==> config.mk <==
export PLATFORM = sky130hd
export DESIGN_NAME = rgb_to_hsv_converter
export DESIGN_NICKNAME = d
export VERILOG_FILES = /design/src/hdl/rgbhsv_pkg.sv /design/src/hdl/rgb_to_hsv_converter.sv
export SDC_FILE = /design/constraint.sdc
export NUM_CORES = 2
export LEC_CHECK = 0
export ABC_AREA = 1
export ABC_CLOCK_PERIOD_IN_PS = 44000
export BUFFER_PORTS_ARGS = -buffer_cell sky130_fd_sc_hd__buf_2
export CAP_MARGIN = 15
export CORE_MARGIN = 2
export CORE_UTILIZATION = 59
export DETAILED_ROUTE_END_ITERATION = 8
export HOLD_SLACK_MARGIN = 0.08
export PLACE_DENSITY = 0.75
export SLEW_MARGIN = 15
export SYNTH_ARGS = -nofsm -noshare
export SYNTH_HDL_FRONTEND = slang
export SYNTH_SLANG_ARGS = --single-unit
==> constraint.sdc <==
create_clock -name clk -period 44 [get_ports clk]
set_input_delay 8.8 -clock clk [delete_from_list [all_inputs] [get_ports clk]]
set_output_delay 8.8 -clock clk [all_outputs]
set_load 0.02 [all_outputs]
==> src/hdl/rgbhsv_pkg.sv <==
// ----------------------------------------------------------------------------
// rgbhsv_pkg
// Shared types for the RGB to HSV pixel converter.
// ----------------------------------------------------------------------------
`default_nettype none

package rgbhsv_pkg;

	// Which component holds the maximum. Ties go red, then green.
	typedef enum logic [1:0] {
		SECT_RED,
		SECT_GREEN,
		SECT_BLUE
	} sector_t;

endpackage

`default_nettype wire

==> src/hdl/rgb_to_hsv_converter.sv <==
// ----------------------------------------------------------------------------
// rgb_to_hsv_converter
// Pipelined RGB to HSV pixel conversion with one quotient bit per stage.
// ----------------------------------------------------------------------------
// Usage:
//   Input channel rgb (red, green, blue, COMPONENT_BITS each, all ones = 1.0)
//   and output channel hsv (hue Q0.FRACTION_BITS, saturation
//   Q1.FRACTION_BITS, brightness = max component). Both use valid/stall; a
//   transaction completes on a clock edge with valid high and stall low.
//   Throughput: one pixel per clock while hsv_stall does not hold the output.
//   Stages: stage 1 finds max, min and sector, stage 2 forms the hue
//   numerator and divisor, then FRACTION_BITS stages each produce one bit
//   of the hue quotient and one bit of the saturation quotient with a
//   restoring subtract.
//   Stall: the whole pipeline holds while an output transaction waits on
//   hsv_stall; rgb_stall is raised in the same cycle, so nothing is lost
//   or repeated. Bubbles do not block the pipe once the output is free.
//   Reset: arst_n clears all valid bits; the pipe comes up empty.
//   Gray and black pixels give hue 0 and saturation 0.
// ----------------------------------------------------------------------------
`default_nettype none

module rgb_to_hsv_converter #(
	parameter int COMPONENT_BITS = 8,
	parameter int FRACTION_BITS  = 16
) (
	input  wire logic                      clk,
	input  wire logic                      arst_n,
	// input pixel
	input  wire logic                      rgb_valid,
	output logic                           rgb_stall,
	input  wire logic [COMPONENT_BITS-1:0] red,
	input  wire logic [COMPONENT_BITS-1:0] green,
	input  wire logic [COMPONENT_BITS-1:0] blue,
	// output pixel
	output logic                           hsv_valid,
	input  wire logic                      hsv_stall,
	output logic [FRACTION_BITS-1:0]       hue,
	output logic [FRACTION_BITS:0]         saturation,
	output logic [COMPONENT_BITS-1:0]      brightness
);

	import rgbhsv_pkg::*;

	localparam int CB = COMPONENT_BITS;
	localparam int FB = FRACTION_BITS;
	// hue numerator and divisor hold up to 6 * max chroma
	localparam int DW = CB + 3;
	localparam logic [FB:0] SAT_ONE = {1'b1, {FB{1'b0}}};

	// global advance: pipe moves unless the output transaction is held
	logic adv;
	assign adv       = !(hsv_valid && hsv_stall);
	assign rgb_stall = !adv;

	// ------------------------------------------------------------------
	// Stage 1: max, min, chroma and sector
	// ------------------------------------------------------------------
	logic [CB-1:0] hi_c, lo_c;
	sector_t       sect_c;

	always_comb begin
		if (red >= green && red >= blue) begin
			sect_c = SECT_RED;
			hi_c   = red;
		end else if (green >= blue) begin
			sect_c = SECT_GREEN;
			hi_c   = green;
		end else begin
			sect_c = SECT_BLUE;
			hi_c   = blue;
		end
		lo_c = red;
		if (green < lo_c) lo_c = green;
		if (blue < lo_c) lo_c = blue;
	end

	logic          valid_s1;
	logic [CB-1:0] red_s1, green_s1, blue_s1, hi_s1, chroma_s1;
	sector_t       sect_s1;

	always_ff @(posedge clk or negedge arst_n) begin
		if (!arst_n) begin
			valid_s1 <= 1'b0;
		end else if (adv) begin
			valid_s1 <= rgb_valid;
		end
	end

	always_ff @(posedge clk) begin
		if (adv) begin
			red_s1    <= red;
			green_s1  <= green;
			blue_s1   <= blue;
			hi_s1     <= hi_c;
			chroma_s1 <= hi_c - lo_c;
			sect_s1   <= sect_c;
		end
	end

	// ------------------------------------------------------------------
	// Stage 2: hue numerator, 6*C divisor, top saturation bit
	// ------------------------------------------------------------------
	logic [DW-1:0] rx, gx, bx, cx, six_c, hnum_c;

	always_comb begin
		rx    = {3'b000, red_s1};
		gx    = {3'b000, green_s1};
		bx    = {3'b000, blue_s1};
		cx    = {3'b000, chroma_s1};
		six_c = (cx << 2) + (cx << 1);
		case (sect_s1)
			SECT_RED: begin
				// negative difference wraps by one full turn
				if (green_s1 >= blue_s1) hnum_c = gx - bx;
				else                     hnum_c = six_c - (bx - gx);
			end
			SECT_GREEN: hnum_c = (cx << 1) + bx - rx;
			SECT_BLUE:  hnum_c = (cx << 2) + rx - gx;
			default:    hnum_c = '0;
		endcase
	end

	// Division pipe; index 0 is stage 2, index n is stage n + 2.
	logic          valid_sn [0:FB];
	logic          gray_sn  [0:FB];
	logic [CB-1:0] hi_sn    [0:FB];
	logic [DW-1:0] hden_sn  [0:FB];
	logic [DW-1:0] hrem_sn  [0:FB];
	logic [FB-1:0] hquo_sn  [0:FB];
	logic [CB-1:0] srem_sn  [0:FB];
	logic [FB:0]   squo_sn  [0:FB];

	always_ff @(posedge clk or negedge arst_n) begin
		if (!arst_n) begin
			valid_sn[0] <= 1'b0;
		end else if (adv) begin
			valid_sn[0] <= valid_s1;
		end
	end

	always_ff @(posedge clk) begin
		if (adv) begin
			gray_sn[0] <= (chroma_s1 == '0);
			hi_sn[0]   <= hi_s1;
			hden_sn[0] <= six_c;
			hrem_sn[0] <= hnum_c;
			hquo_sn[0] <= '0;
			// C <= max, so C >= max means C == max: quotient one, rest zero
			if (chroma_s1 >= hi_s1) begin
				srem_sn[0] <= '0;
				squo_sn[0] <= {{FB{1'b0}}, 1'b1};
			end else begin
				srem_sn[0] <= chroma_s1;
				squo_sn[0] <= '0;
			end
		end
	end

	// ------------------------------------------------------------------
	// Stages 3 .. FB+2: one restoring step per stage for both quotients
	// ------------------------------------------------------------------
	for (genvar n = 1; n <= FB; n++) begin : g_div
		logic [DW:0] htrial;
		logic [CB:0] strial;
		logic        hbit, sbit;

		always_comb begin
			htrial = {hrem_sn[n-1], 1'b0};
			strial = {srem_sn[n-1], 1'b0};
			hbit   = (htrial >= {1'b0, hden_sn[n-1]});
			sbit   = (strial >= {1'b0, hi_sn[n-1]});
		end

		always_ff @(posedge clk or negedge arst_n) begin
			if (!arst_n) begin
				valid_sn[n] <= 1'b0;
			end else if (adv) begin
				valid_sn[n] <= valid_sn[n-1];
			end
		end

		always_ff @(posedge clk) begin
			if (adv) begin
				gray_sn[n] <= gray_sn[n-1];
				hi_sn[n]   <= hi_sn[n-1];
				hden_sn[n] <= hden_sn[n-1];
				hquo_sn[n] <= {hquo_sn[n-1][FB-2:0], hbit};
				squo_sn[n] <= {squo_sn[n-1][FB-1:0], sbit};
				if (hbit) hrem_sn[n] <= DW'(htrial - {1'b0, hden_sn[n-1]});
				else      hrem_sn[n] <= DW'(htrial);
				if (sbit) srem_sn[n] <= CB'(strial - {1'b0, hi_sn[n-1]});
				else      srem_sn[n] <= CB'(strial);
			end
		end
	end

	// ------------------------------------------------------------------
	// Output: gray pixels force hue and saturation to zero
	// ------------------------------------------------------------------
	assign hsv_valid  = valid_sn[FB];
	assign hue        = gray_sn[FB] ? '0 : hquo_sn[FB];
	assign saturation = gray_sn[FB] ? '0 : squo_sn[FB];
	assign brightness = hi_sn[FB];

	// ------------------------------------------------------------------
	// Assertions
	// ------------------------------------------------------------------
	// black pixel carries no hue and no saturation
	a_black_zero: assert property (@(posedge clk) disable iff (!arst_n)
		hsv_valid && brightness == '0 |-> hue == '0 && saturation == '0)
		else $error("black pixel with nonzero hue or saturation");

	// saturation never passes 1.0
	a_sat_range: assert property (@(posedge clk) disable iff (!arst_n)
		hsv_valid |-> saturation <= SAT_ONE)
		else $error("saturation above 1.0");

	// final hue remainder stays below the divisor
	a_hue_rem: assert property (@(posedge clk) disable iff (!arst_n)
		valid_sn[FB] && !gray_sn[FB] |-> hrem_sn[FB] < hden_sn[FB])
		else $error("hue remainder not below divisor");

	// final saturation remainder stays below the divisor
	a_sat_rem: assert property (@(posedge clk) disable iff (!arst_n)
		valid_sn[FB] && !gray_sn[FB] |-> srem_sn[FB] < hi_sn[FB])
		else $error("saturation remainder not below divisor");

endmodule

`default_nettype wire
==> flow_summary.ini <==
[global_route]
grt_pass1_vias = 29500
grt_first_pass_wirelength_um = 140000
grt_util_all_layers_pct = 20.6
grt_max_degree = 127
overflow = 0
antenna_found_initial = 0

[routing]
vias_per_cell = 5.30
drt_iter0_markers = 1785
wirelength_um = 84600
vias = 29300
drtPass1Iterations = 7
routedWlPerCell_um = 15.3
route.detailed.drc = 0
antenna_left = 0

[yosys]
synth_area_sq_um = 48100
synth_top_family_by_area = adder cells
ys.flop_type = edfxtp_1
synth_compound_area_share_pct = 8.30
mappedNetlistNets = 4725
synthXorXnorAreaFrac_pct = 4.31
avgSynthCellArea_sq_um = 11.3
netlist_instances = 4256
synthSimpleGateAreaFrac_pct = 10.0
ys_seq_area_share_pct = 59.1
synth_seq_cells = 951
synth.area.mux_share_pct = 0.0702
yosys.cell_types.count = 54
synthArstFlopShare_pct = 1.89
synth_edf_count = 933
synth-warning-count = 0
synth-adder-area-share_pct = 12.2

[place]
gp_congestion = 0.881
dpl.hpwl_um = 61100
io_buffer_count = 70

[critical_path]
cp-end-kind = output port
crit_required_ns = 35.20
crit_type = in -> out
crit_fanout = 35
start_kind = primary input
crit_arrival_ns = 10.26

[floorplanning]
rows = 104
core-area_sq_um = 80700
die-area_sq_um = 83900
dieWidth_um = 290
start_util_pct = 59.7
io_pins = 71
die_h_um = 290

[clock_tree]
cts_setup_buffers = 0
clk_pin_slew_ns = 0.06
worst_skew_pair.late_latency_ns = 0.66
hold_buffers = 0
cts.sinks = 951
htreeDepth = 3
post_cts_resized = 0
cts_buffers = 97
cts_tree = built
cts_root_buffer = clkbuf_16
clockBufferDepth = 3

[timing]
fin_skew_ns = 0.0385
drv_slew = 0
rsz0062_at_grt = false
final-setup-viol-count = 0
worstMarginPinSlew_ns = 1.08
finalSetupTns_ns = 0
max_slew_margin_pct = 28.3
hold_viol = 0
clock.fmax_mhz = 52.5
min_period_ns = 19.06
period_share_pct = 43.3

[job]
cap_violations = 0

[status]
status = finished clean

[cells_and_area]
drive_above_1_share_pct = 6.50
nets = 4851
antenna_cells = 0
final_common_cell = edfxtp_1
final_cell_mix = edfxtp_1, nand2_1, inv_1
syn_to_final_growth_pct = 9.68

[worst_hold_path]
holdCritPathClass = reg -> reg
-- final timing paths --
check                          start            end  slack, ns  cells after the start
max in group asynchronous     arst_n    valid_sn[7]      35.60                      1
max reg2reg                hsv_valid  hrem_sn[4][6]      39.61                      7
min                         hi_s1[2]    hi_sn[0][2]       0.41                      0
max                        hsv_stall      rgb_stall      24.94                      4
min reg2reg                 hi_s1[2]    hi_sn[0][2]       0.41                      0
min in group asynchronous     arst_n       valid_s1       8.09                      1
-- registers in the layout, indices dropped and copies added (netlist names), 16 cells and up --
name / count
gray_sn: 17
hden_sn: 160
hi_sn: 136
hquo_sn: 136
hrem_sn: 161
squo_sn: 153
srem_sn: 128
valid_sn: 16
-- through the flow --
stage	hold WS (ns)	std cells	area (sq um)	utilization [%]	setup slack (ns)
floorplan	0.400	4256	48100	-	19.97
global placement	0.401	5343	49600	61.5	24.93
detailed placement	0.405	5343	49600	61.5	24.92
CTS	0.408	5522	52800	65.5	24.91
global route	0.418	5522	52800	65.5	24.81
finish	0.410	5522	52800	65.5	24.94
-- routing by layer --
metal | wire [um] | global-route usage (%)
met5 | 0 | 0
met2 | 43600 | 37.5
met3 | 3330 | 3.00
met4 | 2030 | 6.49
met1 | 35700 | 25.2
-- final cells by class --
class                           instances  area, sq um
Multi-Input combinational cell       2577        16800
Clock inverter                         64          701
Sequential cell                       951        28500
Inverter                              672         2520
Clock buffer                          115         2490
Tap cell                             1060         1330
Timing Repair Buffer                   83          460
Fill cell                            6005        27900
-- kinds of logic after synthesis --
| group | after synthesis |
|---|---|
| simple gates | 1180 |
| flops | 951 |
| compound gates | 716 |
| fa+ha+maj | 441 |
| mux | 3 |
| buf+inv | 728 |
| xor+xnor | 237 |
-- synthesized netlist by cell type (all sizes together) (4+ instances only) --
| library cell | n | share of area [%] |
|---|---|---|
| inv | 670 | 5.2 |
| or2 | 4 | 0.052 |
| fa | 50 | 2.1 |
| o211ai | 10 | 0.16 |
| ha | 391 | 10 |
| dfrtp | 18 | 0.94 |
| edfxtp | 933 | 58 |
| a31oi | 31 | 0.40 |
| nand4 | 13 | 0.17 |
| nor2 | 252 | 2.0 |
| o311ai | 9 | 0.16 |
| xor2 | 146 | 2.7 |
| a211oi | 6 | 0.094 |
| nor3b | 5 | 0.078 |
| o221ai | 15 | 0.27 |
| nor4b | 8 | 0.15 |
| a21oi | 328 | 3.5 |
| buf | 44 | 0.60 |
| xnor2 | 91 | 1.7 |
| a311oi | 5 | 0.091 |
| clkbuf | 12 | 0.099 |
| nor3 | 21 | 0.22 |
| o22ai | 4 | 0.052 |
| and2 | 8 | 0.10 |
| nand2 | 764 | 6.0 |
| a21o | 31 | 0.48 |
| nand3 | 101 | 1.2 |
| o21ai | 262 | 2.8 |
-- worst max-delay path, stage by stage --
cell,delay (ns)
buf_2,0.13
nand2_4,0.36
clkinv_1,0.58
buf_2,0.35
Power is left out: the tool's default activity adds up to more than one toggle a clock period on the data nets, which glitch-free logic cannot reach.
